## src/sv/mpeg_audio_header_finder_defines.svh

```systemverilog
// Assertion macros shared by the header finder RTL.
// No dependencies; define ASSERT_OFF to compile the checks out.
`ifndef MPEG_AUDIO_HEADER_FINDER_DEFINES_SVH
`define MPEG_AUDIO_HEADER_FINDER_DEFINES_SVH

`ifndef ASSERT_OFF
`define MAHF_ASSERT(lbl, clk, rstn, prop, msg) \
    lbl: assert property (@(posedge clk) disable iff (!rstn) (prop)) else $error(msg);
`define MAHF_ASSERT_NEXT(lbl, clk, rstn, ante, cons, msg) \
    lbl: assert property (@(posedge clk) disable iff (!rstn) (ante) |=> (cons)) \
        else $error(msg);
`else
`define MAHF_ASSERT(lbl, clk, rstn, prop, msg)
`define MAHF_ASSERT_NEXT(lbl, clk, rstn, ante, cons, msg)
`endif

`endif

```

## src/sv/mahf_pkg.sv

```systemverilog
// Types, constants and table functions for the MPEG audio header finder.
// No dependencies.
`timescale 1ns / 1ps
`default_nettype none

package mahf_pkg;

    localparam logic [7:0] SYNC_BYTE  = 8'hFF;
    localparam logic [7:0] SYNC_MASK  = 8'hE0;
    localparam logic [7:0] SIZE_MASK  = 8'h7F;
    localparam logic [7:0] TAG_CHAR_I = 8'h49;
    localparam logic [7:0] TAG_CHAR_D = 8'h44;
    localparam logic [7:0] TAG_CHAR_3 = 8'h33;

    localparam int TAG_LEN_W   = 28;
    localparam int TAG_POS     = 2;   // offset of the last tag id char
    localparam int SIZE_POS    = 9;   // offset of the last size byte
    localparam int HDR_MIN_POS = 3;   // earliest offset a header can end at
    localparam int TAG_SKIP    = 13;  // tag header length plus three

    localparam logic [1:0] VER_25  = 2'd0;
    localparam logic [1:0] VER_RSV = 2'd1;
    localparam logic [1:0] VER_2   = 2'd2;
    localparam logic [1:0] VER_1   = 2'd3;

    localparam logic [1:0] LAY_RSV = 2'd0;
    localparam logic [1:0] LAY_3   = 2'd1;
    localparam logic [1:0] LAY_2   = 2'd2;
    localparam logic [1:0] LAY_1   = 2'd3;

    localparam logic [1:0] VCODE_1  = 2'd0;
    localparam logic [1:0] VCODE_2  = 2'd1;
    localparam logic [1:0] VCODE_25 = 2'd2;

    localparam logic [3:0] BRI_FREE = 4'd0;
    localparam logic [3:0] BRI_BAD  = 4'd15;
    localparam logic [1:0] SRI_RSV  = 2'd3;

    localparam logic [8:0] BR_V1_L1 [16] = '{9'd0, 9'd32, 9'd64, 9'd96, 9'd128, 9'd160,
        9'd192, 9'd224, 9'd256, 9'd288, 9'd320, 9'd352, 9'd384, 9'd416, 9'd448, 9'd0};
    localparam logic [8:0] BR_V1_L2 [16] = '{9'd0, 9'd32, 9'd48, 9'd56, 9'd64, 9'd80,
        9'd96, 9'd112, 9'd128, 9'd160, 9'd192, 9'd224, 9'd256, 9'd320, 9'd384, 9'd0};
    localparam logic [8:0] BR_V1_L3 [16] = '{9'd0, 9'd32, 9'd40, 9'd48, 9'd56, 9'd64,
        9'd80, 9'd96, 9'd112, 9'd128, 9'd160, 9'd192, 9'd224, 9'd256, 9'd320, 9'd0};
    localparam logic [8:0] BR_V2_L1 [16] = '{9'd0, 9'd32, 9'd48, 9'd56, 9'd64, 9'd80,
        9'd96, 9'd112, 9'd128, 9'd144, 9'd160, 9'd176, 9'd192, 9'd224, 9'd256, 9'd0};
    localparam logic [8:0] BR_V2_L23 [16] = '{9'd0, 9'd8, 9'd16, 9'd24, 9'd32, 9'd40,
        9'd48, 9'd56, 9'd64, 9'd80, 9'd96, 9'd112, 9'd128, 9'd144, 9'd160, 9'd0};

    localparam logic [15:0] RATE_44K = 16'd44100;
    localparam logic [15:0] RATE_48K = 16'd48000;
    localparam logic [15:0] RATE_32K = 16'd32000;

    // header bytes 1..3; byte 0 is the sync byte
    typedef struct packed {
        logic       found;
        logic [23:0] header;
    } hdr_sel_t;

    // lowest field in the lowest bits
    typedef struct packed {
        logic [1:0]  channel_mode;
        logic [15:0] sample_rate_hz;
        logic [8:0]  bitrate_kbps;
        logic [1:0]  layer_number;
        logic [1:0]  mpeg_version;
        logic        found;
    } result_t;

    function automatic logic hdr_ok(input logic [23:0] h);
        logic [1:0] ver;
        logic [1:0] lay;
        logic [3:0] bri;
        logic [1:0] sri;
        ver = h[20:19];
        lay = h[18:17];
        bri = h[15:12];
        sri = h[11:10];
        return ((h[23:16] & SYNC_MASK) == SYNC_MASK) && (ver != VER_RSV)
            && (lay != LAY_RSV) && (bri != BRI_FREE) && (bri != BRI_BAD)
            && (sri != SRI_RSV);
    endfunction

    function automatic logic [8:0] bitrate_lookup(input logic [1:0] ver,
                                                  input logic [1:0] lay,
                                                  input logic [3:0] bri);
        logic [8:0] br;
        if (ver == VER_1) begin
            case (lay)
                LAY_1:   br = BR_V1_L1[bri];
                LAY_2:   br = BR_V1_L2[bri];
                default: br = BR_V1_L3[bri];
            endcase
        end else begin
            br = (lay == LAY_1) ? BR_V2_L1[bri] : BR_V2_L23[bri];
        end
        return br;
    endfunction

    function automatic logic [15:0] base_rate(input logic [1:0] sri);
        logic [15:0] r;
        case (sri)
            2'd0:    r = RATE_44K;
            2'd1:    r = RATE_48K;
            2'd2:    r = RATE_32K;
            default: r = 16'd0;
        endcase
        return r;
    endfunction

endpackage

`default_nettype wire

```

## src/sv/mpeg_audio_header_finder.sv

```systemverilog
// m_tvalid rises after a buffer's last byte is accepted and its result passes
// the selection and result registers. Throughput: one byte per cycle while
// s_tready is high; bytes flow while a result waits, up to one more buffer end.
// Reset (rst_n low, asynchronous): scan state and both valid flags clear.
// Top level; depends on mahf_pkg, mahf_scanner, mahf_decode.
`timescale 1ns / 1ps
`default_nettype none

module mpeg_audio_header_finder
    import mahf_pkg::*;
#(
    parameter int POSITION_WIDTH = 32
) (
    input  wire logic        clk,
    input  wire logic        rst_n,
    input  wire logic        s_tvalid,
    output logic             s_tready,
    input  wire logic [7:0]  s_tdata,   // [7:0] data_byte
    input  wire logic        s_tlast,   // last_byte
    output logic             m_tvalid,
    input  wire logic        m_tready,
    output logic [31:0]      m_tdata    // found, mpeg_version, layer_number,
                                        // bitrate_kbps, sample_rate_hz, channel_mode
);

    logic     sel_valid;
    hdr_sel_t sel;
    logic     dn_ready;
    result_t  res;

    mahf_scanner #(
        .POSITION_WIDTH (POSITION_WIDTH)
    ) u_scanner (
        .clk       (clk),
        .rst_n     (rst_n),
        .in_valid  (s_tvalid),
        .in_ready  (s_tready),
        .data_byte (s_tdata),
        .last_byte (s_tlast),
        .dn_ready  (dn_ready),
        .sel_valid (sel_valid),
        .sel       (sel)
    );

    mahf_decode u_decode (
        .clk       (clk),
        .rst_n     (rst_n),
        .sel_valid (sel_valid),
        .sel       (sel),
        .up_ready  (dn_ready),
        .res_valid (m_tvalid),
        .res_ready (m_tready),
        .res       (res)
    );

    assign m_tdata = res;

endmodule

`default_nettype wire

```

## src/sv/mahf_scanner.sv

```systemverilog
// Byte-window scanner: tag detection, size decode, both header scanners
// and the selection register. Depends on mahf_pkg and the defines header.
`timescale 1ns / 1ps
`default_nettype none
`include "mpeg_audio_header_finder_defines.svh"

module mahf_scanner
    import mahf_pkg::*;
#(
    parameter int POSITION_WIDTH = 32
) (
    input  wire logic       clk,
    input  wire logic       rst_n,
    input  wire logic       in_valid,
    output logic            in_ready,
    input  wire logic [7:0] data_byte,
    input  wire logic       last_byte,
    input  wire logic       dn_ready,
    output logic            sel_valid,
    output hdr_sel_t        sel
);

    localparam int CW = ((POSITION_WIDTH > TAG_LEN_W + 1) ? POSITION_WIDTH : TAG_LEN_W + 1) + 1;

    logic [23:0]               recent_reg,    recent_next;
    logic [POSITION_WIDTH-1:0] pos_reg,       pos_next;
    logic                      tag_reg,       tag_next;
    logic [TAG_LEN_W-1:0]      tag_len_reg,   tag_len_next;
    logic                      early_reg,     early_next;
    logic [23:0]               early_hdr_reg, early_hdr_next;
    logic                      late_reg,      late_next;
    logic [23:0]               late_hdr_reg,  late_hdr_next;
    logic                      sel_valid_reg, sel_valid_next;
    hdr_sel_t                  sel_reg,       sel_next;

    logic                      accept;
    logic [23:0]               window;
    logic                      hdr_hit;
    logic                      past_tag;
    logic [CW-1:0]             tag_end;

    assign in_ready  = !sel_valid_reg || dn_ready;
    assign accept    = in_valid && in_ready;
    assign sel_valid = sel_valid_reg;
    assign sel       = sel_reg;

    always_comb
    begin
        window   = {recent_reg[15:0], data_byte};
        hdr_hit  = (pos_reg >= POSITION_WIDTH'(HDR_MIN_POS))
                   && (recent_reg[23:16] == SYNC_BYTE) && hdr_ok(window);

        tag_next = tag_reg;
        if ((pos_reg == POSITION_WIDTH'(TAG_POS))
            && (recent_reg[15:0] == {TAG_CHAR_I, TAG_CHAR_D})
            && (data_byte == TAG_CHAR_3))
        begin
            tag_next = 1'b1;
        end

        tag_len_next = tag_len_reg;
        if ((pos_reg == POSITION_WIDTH'(SIZE_POS)) && tag_reg)
        begin
            tag_len_next = {recent_reg[22:16], recent_reg[14:8],
                            recent_reg[6:0], data_byte[6:0] & SIZE_MASK[6:0]};
        end

        tag_end  = CW'(tag_len_next) + CW'(TAG_SKIP);
        past_tag = tag_next && (CW'(pos_reg) >= tag_end);

        early_next     = early_reg;
        early_hdr_next = early_hdr_reg;
        if (hdr_hit && !early_reg)
        begin
            early_next     = 1'b1;
            early_hdr_next = window;
        end

        late_next     = late_reg;
        late_hdr_next = late_hdr_reg;
        if (hdr_hit && !late_reg && past_tag)
        begin
            late_next     = 1'b1;
            late_hdr_next = window;
        end

        if (past_tag)
        begin
            sel_next.found  = late_next;
            sel_next.header = late_hdr_next;
        end else begin
            sel_next.found  = early_next;
            sel_next.header = early_hdr_next;
        end

        recent_next = window;
        pos_next    = (pos_reg == '1) ? pos_reg : pos_reg + 1'b1;

        if (last_byte)
        begin
            recent_next    = '0;
            pos_next       = '0;
            tag_next       = 1'b0;
            tag_len_next   = '0;
            early_next     = 1'b0;
            early_hdr_next = '0;
            late_next      = 1'b0;
            late_hdr_next  = '0;
        end

        if (accept && last_byte)
            sel_valid_next = 1'b1;
        else if (dn_ready)
            sel_valid_next = 1'b0;
        else
            sel_valid_next = sel_valid_reg;
    end

    always_ff @(posedge clk or negedge rst_n)
    begin
        if (!rst_n)
        begin
            recent_reg    <= '0;
            pos_reg       <= '0;
            tag_reg       <= 1'b0;
            tag_len_reg   <= '0;
            early_reg     <= 1'b0;
            early_hdr_reg <= '0;
            late_reg      <= 1'b0;
            late_hdr_reg  <= '0;
            sel_valid_reg <= 1'b0;
        end else begin
            sel_valid_reg <= sel_valid_next;
            if (accept)
            begin
                recent_reg    <= recent_next;
                pos_reg       <= pos_next;
                tag_reg       <= tag_next;
                tag_len_reg   <= tag_len_next;
                early_reg     <= early_next;
                early_hdr_reg <= early_hdr_next;
                late_reg      <= late_next;
                late_hdr_reg  <= late_hdr_next;
            end
        end
    end

    always_ff @(posedge clk)
    begin
        if (accept && last_byte)
            sel_reg <= sel_next;
    end

    `MAHF_ASSERT(a_sel_hdr_ok, clk, rst_n,
        !(sel_valid_reg && sel_reg.found) || hdr_ok(sel_reg.header),
        "selected header is not a valid header")
    `MAHF_ASSERT_NEXT(a_last_clears, clk, rst_n, accept && last_byte,
        pos_reg == '0 && !tag_reg && !early_reg && !late_reg,
        "state not cleared after last byte")
    `MAHF_ASSERT(a_len_needs_tag, clk, rst_n, tag_len_reg == '0 || tag_reg,
        "tag size held without a tag")
    `MAHF_ASSERT(a_late_after_tag, clk, rst_n, !late_reg || tag_reg,
        "late header held without a tag")

endmodule

`default_nettype wire

```

## src/sv/mahf_decode.sv

```systemverilog
// Header decode through the bitrate and rate tables into the result register.
// Depends on mahf_pkg and the defines header.
`timescale 1ns / 1ps
`default_nettype none
`include "mpeg_audio_header_finder_defines.svh"

module mahf_decode
    import mahf_pkg::*;
(
    input  wire logic     clk,
    input  wire logic     rst_n,
    input  wire logic     sel_valid,
    input  wire hdr_sel_t sel,
    output logic          up_ready,
    output logic          res_valid,
    input  wire logic     res_ready,
    output result_t       res
);

    logic    res_valid_reg, res_valid_next;
    result_t res_reg,       res_next;

    logic [1:0] ver;
    logic [1:0] lay;
    logic [3:0] bri;
    logic [1:0] sri;
    logic [1:0] vcode;

    assign up_ready  = !res_valid_reg || res_ready;
    assign res_valid = res_valid_reg;
    assign res       = res_reg;

    always_comb
    begin
        ver = sel.header[20:19];
        lay = sel.header[18:17];
        bri = sel.header[15:12];
        sri = sel.header[11:10];
        case (ver)
            VER_1:   vcode = VCODE_1;
            VER_2:   vcode = VCODE_2;
            default: vcode = VCODE_25;
        endcase

        res_next = '0;
        if (sel.found)
        begin
            res_next.found          = 1'b1;
            res_next.mpeg_version   = vcode;
            res_next.layer_number   = 2'(3'd4 - {1'b0, lay});
            res_next.bitrate_kbps   = bitrate_lookup(ver, lay, bri);
            res_next.sample_rate_hz = base_rate(sri) >> vcode;
            res_next.channel_mode   = sel.header[7:6];
        end

        res_valid_next = up_ready ? sel_valid : res_valid_reg;
    end

    always_ff @(posedge clk or negedge rst_n)
    begin
        if (!rst_n)
            res_valid_reg <= 1'b0;
        else
            res_valid_reg <= res_valid_next;
    end

    always_ff @(posedge clk)
    begin
        if (up_ready && sel_valid)
            res_reg <= res_next;
    end

    `MAHF_ASSERT(a_found_fields, clk, rst_n,
        !(res_valid_reg && res_reg.found) || (res_reg.bitrate_kbps != 9'd0
            && res_reg.sample_rate_hz != 16'd0 && res_reg.layer_number != 2'd0),
        "found result has a zero field")
    `MAHF_ASSERT(a_empty_zero, clk, rst_n,
        !(res_valid_reg && !res_reg.found) || res_reg == '0,
        "empty result carries data")
    `MAHF_ASSERT(a_vcode_range, clk, rst_n,
        !res_valid_reg || res_reg.mpeg_version != 2'd3,
        "version code out of range")

endmodule

`default_nettype wire
```

## config.mk

```make
export PLATFORM = sky130hd
export DESIGN_NAME = mpeg_audio_header_finder
export DESIGN_NICKNAME = d
export VERILOG_FILES = /design/src/sv/mahf_pkg.sv /design/src/sv/mpeg_audio_header_finder.sv /design/src/sv/mahf_scanner.sv /design/src/sv/mahf_decode.sv
export VERILOG_INCLUDE_DIRS = /design/src /design/src/sv
export SDC_FILE = /design/constraint.sdc
export NUM_CORES = 1
export LEC_CHECK = 0
export ABC_CLOCK_PERIOD_IN_PS = 9050
export CAP_MARGIN = 20
export CORE_UTILIZATION = 30
export DETAILED_ROUTE_END_ITERATION = 8
export DONT_BUFFER_PORTS = 1
export SLEW_MARGIN = 5
export SYNTH_ARGS = -nofsm -noshare
export SYNTH_HDL_FRONTEND = slang
export SYNTH_HIERARCHICAL = 1
export SYNTH_SLANG_ARGS = --single-unit
```

## constraint.sdc

```tcl
create_clock -name clk -period 9.05 [get_ports clk]
set_clock_uncertainty 0.05 [all_clocks]
set_input_delay 1.3575 -clock clk [delete_from_list [all_inputs] [get_ports clk]]
set_output_delay 1.3575 -clock clk [all_outputs]
set_load 0.02 [all_outputs]
```

==> results of run 1 <==
-- placed cells by master, fill, tap and decap left out, types with 10 or more instances in the layout --
master,n
a21oi_1,35
a221o_1,14
a22o_1,40
and2_1,15
and3_1,15
buf_4,10
clkbuf_16,17
dfrtp_1,113
edfxtp_1,42
ha_1,46
inv_1,19
mux2i_1,34
nand2_1,117
nand2b_1,14
nand3_1,45
nand3b_1,18
nand4_1,20
nor2_1,61
nor2b_1,20
nor3_1,12
nor4_1,11
o21ai_0,51
or3_1,11
xnor2_1,22
xor2_1,35
-- area by class of cell --
class | count | area share
multi-input combinational | 721 | 0.473
clock inverter | 15 | 0.0172
sequential | 155 | 0.404
inverter | 19 | 0.00704
tap | 390 | 0.0482
clock buffer | 17 | 0.0420
timing repair buffer | 11 | 0.00890
-- report_power, final --
part | switching [mW] | internal, mW
Clock | 0.349 | 0.373
Sequential | 0.0482 | 0.742
Combinational | 0.0539 | 0.0320
-- layer usage --
| metal | GRT usage | wire, µm | vias to the layer above |
|---|---|---|---|
| li1 | - | - | 3393 |
| met1 | 0.213 | 11100 | 3473 |
| met2 | 0.236 | 10600 | 191 |
| met3 | 0.0238 | 1050 | 22 |
| met4 | 0.0541 | 352 | 0 |
| met5 | 0 | 0 | - |
-- worst paths after layout --
path | cells past startpoint | from | end | slack (ns)
worst max-delay path | 23 | u_scanner/pos_reg[22] | u_scanner/sel[11] | 1.83
worst min-delay path | 2 | u_scanner/recent_reg[23] | u_scanner/recent_reg[23] | 0.42
worst min register to register | 2 | u_scanner/recent_reg[23] | u_scanner/recent_reg[23] | 0.42
max in group asynchronous | 0 | rst_n | u_scanner/early_hdr_reg[18] | 8.10
worst max register to register | 23 | u_scanner/pos_reg[22] | u_scanner/sel[11] | 1.83
min in group asynchronous | 0 | rst_n | u_scanner/pos_reg[5] | 0.56
-- stage by stage --
| step | instances | hold WS (ns) |
|---|---|---|
| after global routing | 1328 | 0.454 |
| after detailed placement | 1294 | 0.407 |
| final | 1328 | 0.421 |
| after global placement | 1294 | 0.404 |
| after floorplan | 961 | 0.381 |
| after CTS | 1326 | 0.424 |
-- worst max-delay path: stages (launching register included) --
cell,delay [ns]
dfrtp_1,0.43
or4_1,0.53
or3_4,0.39
or4_4,0.75
mux2i_1,0.22
inv_1,0.10
ha_1,0.19
nor3_1,0.08
nor2_1,0.18
nand2_1,0.07
mux2i_1,0.30
and3_1,0.35
nand2_1,0.16
a2111oi_0,0.57
xor2_1,0.19
ha_1,0.24
nand3_1,0.09
nor4_1,0.09
a211oi_1,0.20
nand2_1,0.08
o31ai_1,0.78
inv_1,0.09
nor2_1,0.66
a221o_1,0.28
==> results by stage, run 1 <==
Run status:
- The flow ran to the end, and the final reports show no timing, DRC or antenna violations.

Clock tree:
- The hold buffer count at CTS is 0.
- The number of post-CTS setup repair buffers is 0.
- The maximum clock insertion buffer count is 2.
- The post-CTS resize count is 0.
- The root buffer cell chosen for the clock tree is clkbuf_16.
- Clock tree synthesis inserted a total of 17 buffers.
- The total number of H-tree levels is 4.
- The clock drives 155 sinks.
- TritonCTS built the clock tree.
- The later-pin clock latency in the skew report is 0.44 ns.
- After clock tree synthesis, the clock-pin slew on the worst setup and hold paths is 0.07 ns.

Die:
- The die footprint is 0.0314 mm².
- Measured along the x axis, the die boundary spans 177 µm.
- The effective utilization at floorplan is 0.308.
- The floorplan has 63 rows.
- In this run the count of I/O pins placed on the die edge is 47.
- The floorplan die height is 177 µm.
- In this run the standard cell core region covers 0.0300 mm².

Timing:
- Setup violations remaining at the end of the flow were counted as 0.
- Setup repair after global routing left no endpoint under its margin.
- Measured against its own limit, the worst slew margin works out to 0.389.
- The hold violation total from the final report is 0.
- Of the available clock period, the critical path in the final layout requires 0.798.
- Timing would allow up to 138 MHz.
- The time the final worst path needs with I/O delays and setup is 7.22 ns.
- The count of final max-slew check failures is 0.
- The measured slew at the worst slew-check pin is 0.909 ns.
- In the post-route analysis, the smallest setup slack over all paths is 1.83 ns.
- Summed over all failing endpoints, the final setup total negative slack is 0 ns.

Yosys:
- The mean post-synth cell area is 9.63 µm².
- The number of synthesis warnings is 6.
- The netlist area before placement is 0.00922 mm².
- Synthesis produced 958 cells.

Job:
- The max-capacitance violation count is 0.

Layout:
- Of the cells placed in the final design, the portion with a size suffix greater than 1 is 0.0693.
- Fill cells in the final layout number 3060.
- In the final layout, flip-flops and latches occupy 0.00409 mm².
- At the end of the flow the core is filled with cells to 0.338.
- The number of nets in the layout is 984.
- The register with the most flip-flops in the layout has 32 of them.
- The area of combinational cells with multiple inputs is 0.00479 mm².
- The number of antenna diodes in the final layout is 0.
- The area of all placed cells without fillers is 0.0101 mm².
- The area growth from synthesis to layout is 9.82%.

Drt:
- The first detailed-routing pass ran for 5 iterations.
- The mean routed wirelength per cell is 17.4 µm.
- The remaining antenna violation count is 0.
- In the routed design, unresolved DRC markers number 0.
- The final layout contains routed wiring with a total length of 23100 µm.
- The count of vias placed by the detailed router is 7079.
- In this run, the number of DRC markers left after iteration 0 of detailed routing was 497.
- Dividing the detail-routed via count by the number of cells gives 5.33.

Placed design:
- The global placement routability congestion is 0.859.
- The detailed placer's ending HPWL is 16100 µm.
- The number of buffers inserted by port buffering is 0.
- OpenSTA, run right after detailed placement, puts the worst setup slack at 1.44 ns.
- In this run the cell area measured after placement is 0.00951 mm².

Setup path:
- The required time of the worst setup path is 9.30 ns.
- The critical path in this run is classified as reg2reg.
- STA classifies the critical path endpoint as a register.
- The type of element launching the critical path is a register.
- The highest net fanout along the worst path is 35.
- The arrival time at the worst endpoint is 7.47 ns.

Global route:
- Entering global routing, the biggest net connects 114 pins.
- The via count of the first global-routing pass was 6939.
- Summed over all layers, the global routing overflow is 0.
- For this run, the total global-route usage over all layers was measured as 0.152.
- The first global-routing pass estimated 37700 µm of wire.
- The initial antenna violation count came to 0.

Worst hold path:
- The classification of the worst-slack hold path is reg2reg.

Power and ir drop:
- The overall power after layout is 1.60 mW.
- Across the VDD grid, the largest voltage drop is 0.0934 mV.
- For this design the ratio of total power to cell area is 158 mW/mm².
- The reported leakage power is 4.35 nW.
Power figures use the tool's default switching activity.
==> run 2: changes to the inputs <==
Settings changed: ABC_AREA set to 1, ABC_CLOCK_PERIOD_IN_PS 9050 to 5800.
Clock period 9.05 ns to 5.8 ns, I/O delays scaled along.
==> results by stage, run 2 <==
Die:
- The die footprint came to 0.0352 mm² (+12%).
- The number of primary I/O pins is 47 (unchanged).
- The placeable core area came to 0.0337 mm² (+13%).
- The effective utilization at floorplan came to 0.306 (-0.00144).
- The die outline width was 188 µm (+5.8%).
- The cell row count is 67 (+6.3%).
- The floorplan die height is 188 µm (+5.8%).

Timing:
- The final setup violation count is 0 (unchanged).
- The fmax is 191 MHz (+38%).
- Setup repair after global routing left no endpoint under its margin.
- The measured slew at the worst slew-check pin is 1.09 ns (+0.186 ns).
- The relative slew slack is 0.269 (-0.120).
- The count of final max-slew check failures was 0 (unchanged).
- The hold violation total from the final report is 0 (unchanged).
- The time the final worst path needs with I/O delays and setup is 5.24 ns (-1.99 ns).
- The post-layout worst setup margin is 0.564 ns (-1.26 ns).
- The ratio of final minimum period to clock period is 0.903 (+0.104).
- The post-route setup TNS came to 0 ns (unchanged).

Setup path:
- The arrival time at the worst endpoint is 5.49 ns (-1.98 ns).
- The delay of the slowest cell on the worst path came to 0.53 ns (-0.25 ns).
- STA classifies the critical path startpoint as a register.
- The most used cell along the critical path is nand2_1.
- The worst setup path is captured at a register.
- On the critical path, the stage with the largest delay is an instance of nand3_1.
- The required time of the worst setup path is 6.05 ns (-3.25 ns).
- The highest net fanout along the worst path is 40 (+14%).
- The worst setup path is of the reg2reg kind.

Clock tree:
- TritonCTS built the clock tree.
- The register clock-pin slew on the reported worst setup and hold paths is 0.06 ns (about the same).
- The post-CTS resize count is 0 (unchanged).
- The CTS sink count is 155 (unchanged).
- The number of post-CTS setup repair buffers is 0 (unchanged).
- The clock root buffer master is clkbuf_16.
- The later-pin clock latency in the skew report is 0.44 ns (about the same).
- The total number of H-tree levels is 4 (unchanged).
- The number of CTS-inserted buffers is 17 (unchanged).
- The hold buffer count at CTS is 0 (unchanged).
- The maximum clock insertion buffer count is 2 (unchanged).

Placed design:
- The detailed placer's ending HPWL is 20900 µm (+30%).
- The cell area after placement is 0.0106 mm² (+12%).
- The placement-stage worst setup slack came to 0.565 ns (-0.879 ns).
- The number of buffers inserted by port buffering is 0 (unchanged).
- The global placement routability congestion came to 0.903 (+5.1%).

Power and ir drop:
- The reported leakage power was 5.16 nW (+19%).
- The portion of total power attributed to the clock network is 0.448 (-0.004).
- The peak ir drop on the vdd network is 0.205 mV (+120%).
- The relative contribution of combinational cells to total power is 0.070 (+0.016).
- The net switching power of the design is 680 µW (+51%).
- The switching portion of total power came to 0.271 (-0.0115).
- The power density over cell area came to 223 mW/mm² (+41%).
- The sequential power share is 0.482 (-0.012).
- The cell-internal power is 1.83 mW (+60%).

Layout:
- The flip-flop count of the largest register after layout is 32 (unchanged).
- The number of nets in the layout is 1460 (+48%).
- The count of antenna diodes in the layout was 0 (unchanged).
- The area of all placed cells without fillers is 0.0113 mm² (+11%).
- The fraction of final layout cells sized beyond drive strength 1 is 0.0806 (+0.0113).
- The number of filler instances in the final layout is 3653 (+19%).
- The library cells used most frequently in the layout, excluding fill and tap cells, are nand2_1 (437), inv_1 (156), nand3_1 (135).
- The library cell used most frequently in the layout, excluding fill and tap cells, is nand2_1.
- The layout overhead on the synthesized area is 8.99%.
- The final core utilization came to 0.334 (-0.00413).

Global route:
- The wire length of the first global-routing pass is 46700 µm (+24%).
- The global-route congestion overflow total is 0 (unchanged).
- The global router's overall resource usage is 0.167 (+0.0148).
- The via count of the first global-routing pass is 8668 (+25%).
- The initial antenna violation count is 0 (unchanged).
- The pin count of the biggest net entering global routing is 114 (unchanged).

Drt:
- The remaining routing DRC violations is 0 (unchanged).
- The average vias per placed instance is 4.96 (-6.9%).
- The mean routed wirelength per cell came to 15.4 µm (-11%).
- The overall routed net length is 28600 µm (+24%).
- The count of vias placed by the detailed router came to 9237 (+30%).
- The initial detailed-routing violation count was 848 (+71%).
- The remaining antenna violation count is 0 (unchanged).
- The detailed-router iteration count before antenna repair came to 5 (unchanged).

Job:
- The max-capacitance violation count came to 0 (unchanged).

Yosys:
- The number of instances in the synthesized netlist is 1430 (+49%).
- The number of synthesis warnings was 6 (unchanged).
- The mean post-synth cell area is 7.22 µm² (-25%).
- The netlist area before placement is 0.0103 mm² (+12%).

Worst hold path:
- The classification of the worst-slack hold path is in2async.

Run status:
- The flow ran to the end, and the final reports show no timing, DRC or antenna violations.
run 2: metrics by stage:
stage | cells | hold WS, ns | total power, mW
after floorplan | 1433 | 0.394 | 1.35
after global placement | 1824 | 0.412 | 1.40
after detailed placement | 1824 | 0.415 | 1.41
after CTS | 1856 | 0.0514 | 2.55
after global routing | 1862 | 0.0500 | 2.60
final | 1862 | 0.0754 | 2.51
run 2: worst max-delay path: cells and delay by family (launching register included):
kind	cells	cell delay, ns
flops	1	0.42
simple gates	21	3.75
fa+ha+maj	1	0.28
buf+inv	3	0.57
run 2: path summary, 6_finish.rpt:
check | startpoint | end | slack (ns) | cells after the start
max reg2reg | u_scanner/pos_reg[14] | u_scanner/sel[10] | 0.56 | 25
min in group clk | u_scanner/late_hdr_reg[11] | u_scanner/late_hdr_reg[11] | 0.43 | 2
max | u_scanner/pos_reg[14] | u_scanner/sel[10] | 0.56 | 25
max in group asynchronous | rst_n | u_scanner/tag_len_reg[0] | 5.38 | 0
min | rst_n | u_scanner/pos_reg[4] | 0.08 | 0
min reg2reg | u_scanner/late_hdr_reg[11] | u_scanner/late_hdr_reg[11] | 0.43 | 2
run 2: power groups by stage:
stage	Combinational, mW	Sequential [mW]	Clock [mW]
6_report	0.176	1.21	1.13
3_3_place_gp	0.174	1.23	0
2_1_floorplan	0.127	1.22	0
5_1_grt	0.197	1.21	1.19
4_1_cts	0.175	1.21	1.16
3_5_place_dp	0.175	1.23	0
run 2: metal layers:
layer,global-route usage,wire (µm)
met5,0,0
met4,0.0500,451
met3,0.0286,1390
met2,0.262,13100
met1,0.234,13700
run 2: cell type report:
type	instances	area, µm²	area share
Clock buffer	19	454	0.0404
Clock inverter	13	133	0.0118
Inverter	179	672	0.0597
Multi-Input combinational cell	1033	5210	0.463
Sequential cell	155	4090	0.363
Tap cell	448	561	0.0498
Timing Repair Buffer	15	138	0.0122
==> run 3: changes to the inputs <==
Settings changed: ABC_AREA 1 to not set, CORE_UTILIZATION 30 to 59, CTS_BUF_LIST set to sky130_fd_sc_hd__clkbuf_8 sky130_fd_sc_hd__clkbuf_16, PLACE_DENSITY set to 0.78.
==> results by stage, run 3 (same netlist as run 1, synthesis figures left out) <==
Drt:
- The remaining routing DRC violations is 0 (unchanged).
- The count of vias placed by the detailed router is 7394 (-20%).
- The overall routed net length is 21900 µm (-23%).
- The detailed-router iteration count before antenna repair is 5 (unchanged).
- The remaining antenna violation count is 0 (unchanged).
- The initial detailed-routing violation count is 724 (-15%).
- The mean routed wirelength per cell is 18.9 µm (+23%).
- The average vias per placed instance is 6.38 (+29%).

Layout:
- The layout overhead on the synthesized area is 11.3%.
- The count of antenna diodes in the layout came to 0 (unchanged).
- Leaving out fill and tap cells, the most frequent cell in the layout is nand2_1.
- The number of nets in the layout is 1017 (-30%).
- The final core utilization is 0.675 (+0.341).
- The top cell types in the final layout, fill and taps aside, are nand2_1 (115), dfrtp_1 (113), nor2_1 (57).
- The flip-flop count of the largest register after layout is 32 (unchanged).
- The fraction of final layout cells sized beyond drive strength 1 came to 0.124 (+0.0430).

Timing:
- The final setup violation count is 0 (unchanged).
- The post-route setup TNS is 0 ns (unchanged).
- The relative slew slack came to 0.450 (+0.181).
- The ratio of final minimum period to clock period is 0.975 (+0.0725).
- The fmax came to 177 MHz (-7.4%).
- The hold violation total from the final report is 0 (unchanged).
- The measured slew at the worst slew-check pin came to 0.818 ns (-0.277 ns).
- The post-layout worst setup margin came to 0.144 ns (-0.420 ns).
- The time the final worst path needs with I/O delays and setup came to 5.66 ns (+0.420 ns).
- The worst hold margin came to 0.0778 ns (+0.00238 ns).
- The count of final max-slew check failures is 0 (unchanged).

Clock tree:
- The number of CTS-inserted buffers came to 17 (unchanged).
- The total number of H-tree levels is 4 (unchanged).
- The clock tree from TritonCTS is yes.
- The CTS sink count is 155 (unchanged).
- The maximum clock insertion buffer count was 2 (unchanged).
- The register clock-pin slew on the reported worst setup and hold paths is 0.07 ns (about the same).
- The cell sitting at the root of the clock tree is a clkbuf_16.
- The later-pin clock latency in the skew report is 0.43 ns (about the same).

Die:
- The effective utilization at floorplan was 0.607 (+0.300).
- The floorplan die height is 127 µm (-32%).
- The die footprint is 0.0161 mm² (-54%).
- The number of primary I/O pins came to 47 (unchanged).
- The die outline width was 127 µm (-32%).
- The cell row count is 45 (-33%).
- The placeable core area came to 0.0152 mm² (-55%).

Global route:
- The global routing usage on met3 was 0.0561 (+0.0275).
- The global routing stage identified its most utilized layer as met2.
- The initial antenna violation count came to 0 (unchanged).
- The global-route met2 utilization is 0.436 (+0.174).
- The via count of the first global-routing pass was 6890 (-21%).
- The global-route congestion overflow total is 0 (unchanged).
- The global router's overall resource usage is 0.283 (+0.116).
- The met1 routing resource usage after global routing was 0.397 (+0.163).
- The pin count of the biggest net entering global routing is 114 (unchanged).
- The wire length of the first global-routing pass is 35700 µm (-24%).

Setup path:
- The arrival time at the worst endpoint was 5.79 ns (+0.30 ns).
- STA classifies the critical path endpoint as a register.
- The required time of the worst setup path is 5.93 ns (-0.12 ns).
- The highest net fanout along the worst path came to 6 (-85%).
- The type of element launching the critical path is a register.
- The number of cell instances on the worst register-to-register path is 23 (-8.0%).
- The worst setup path category is reg2reg.

Placed design:
- The placement-stage worst setup slack is -0.0869 ns (-0.652 ns).
- The detailed placer's ending HPWL was 14700 µm (-30%).
- The number of buffers inserted by port buffering is 0 (unchanged).
- The global placement routability congestion is 0.891 (-1.3%).

Worst hold path:
- The tightest min-delay check is of the in2async type.

Power and ir drop:
- The power density over cell area came to 242 mW/mm² (+8.3%).
- The overall power after layout was 2.48 mW (-1.2%).
- The peak ir drop on the vdd network is 0.234 mV (+14%).
- The reported leakage power is 4.54 nW (-12%).

Job:
- The max-capacitance violation count is 0 (unchanged).

Run status:
- The flow ran to the end, and the final reports show no timing, DRC or antenna violations.
==> run 3: final cells by class <==
type	instances	area (µm²)
fillers	1143	4940
clock buffers	17	425
flip-flops and latches	155	4090
well taps	188	235
repair buffers	44	334
inverters	19	71.3
clock inverters	15	171
multi-input cells	721	4940
==> run 3: path summary, 6_finish.rpt <==
| kind | slack (ns) | startpoint | endpoint |
|---|---|---|---|
| worst min register to register | 0.42 | u_scanner/recent_reg[23] | u_scanner/recent_reg[23] |
| worst max-delay path | 0.14 | u_scanner/pos_reg[22] | u_scanner/sel[14] |
| worst min-delay path | 0.08 | rst_n | u_scanner/pos_reg[0] |
| max in group asynchronous | 5.49 | rst_n | u_scanner/tag_len_reg[21] |
| worst max register to register | 0.14 | u_scanner/pos_reg[22] | u_scanner/sel[14] |
| min in group clk | 0.42 | u_scanner/recent_reg[23] | u_scanner/recent_reg[23] |
==> run 3: repair_timing <==
| action | 4_1_cts | 5_1_grt |
|---|---|---|
| gates cloned | 1 | 0 |
| gates resized for setup | 12 | 15 |
| pin swaps | 9 | 13 |
| setup buffers | 5 | 6 |
| endpoints found under the setup margin | 21 | 26 |
| hold buffers | 0 | 0 |
==> run 3: through the flow <==
stage                     instances  instance area [µm²]
final                          1159                10300
after global routing           1159                10300
after CTS                      1153                10200
after detailed placement       1115                 9480
after global placement         1115                 9480
after floorplan                 961                 9330
==> run 3: per-layer routing <==
metal,vias up,share of wire,wire length (µm)
met4,0,0.023,504
met1,3571,0.45,9840
met2,310,0.46,10200
met5,-,0,0
li1,3468,-,-
met3,45,0.065,1420
==> run 3: critical path, stage by stage (launching register included) <==
cell	delay (ns)
dfrtp_1	0.38
or4_1	0.51
or3_4	0.38
or4_4	0.46
mux2i_4	0.22
inv_2	0.09
ha_4	0.15
or3_4	0.13
nand4_1	0.11
mux2i_2	0.19
and3_4	0.27
nand2_4	0.08
a2111oi_4	0.34
xor2_1	0.19
ha_1	0.26
nand3_2	0.11
nor4_4	0.06
a211oi_2	0.18
nand2_1	0.12
o31ai_4	0.31
mux2i_2	0.30
buf_4	0.19
nor2b_1	0.06
a221o_1	0.26
==> run 3: power by group <==
part           total (mW)  switching [mW]  internal [mW]  leakage, nW
Combinational       0.139          0.0866         0.0524         2.28
Clock                1.11           0.501          0.614        0.291
Sequential           1.23          0.0697           1.16         1.97
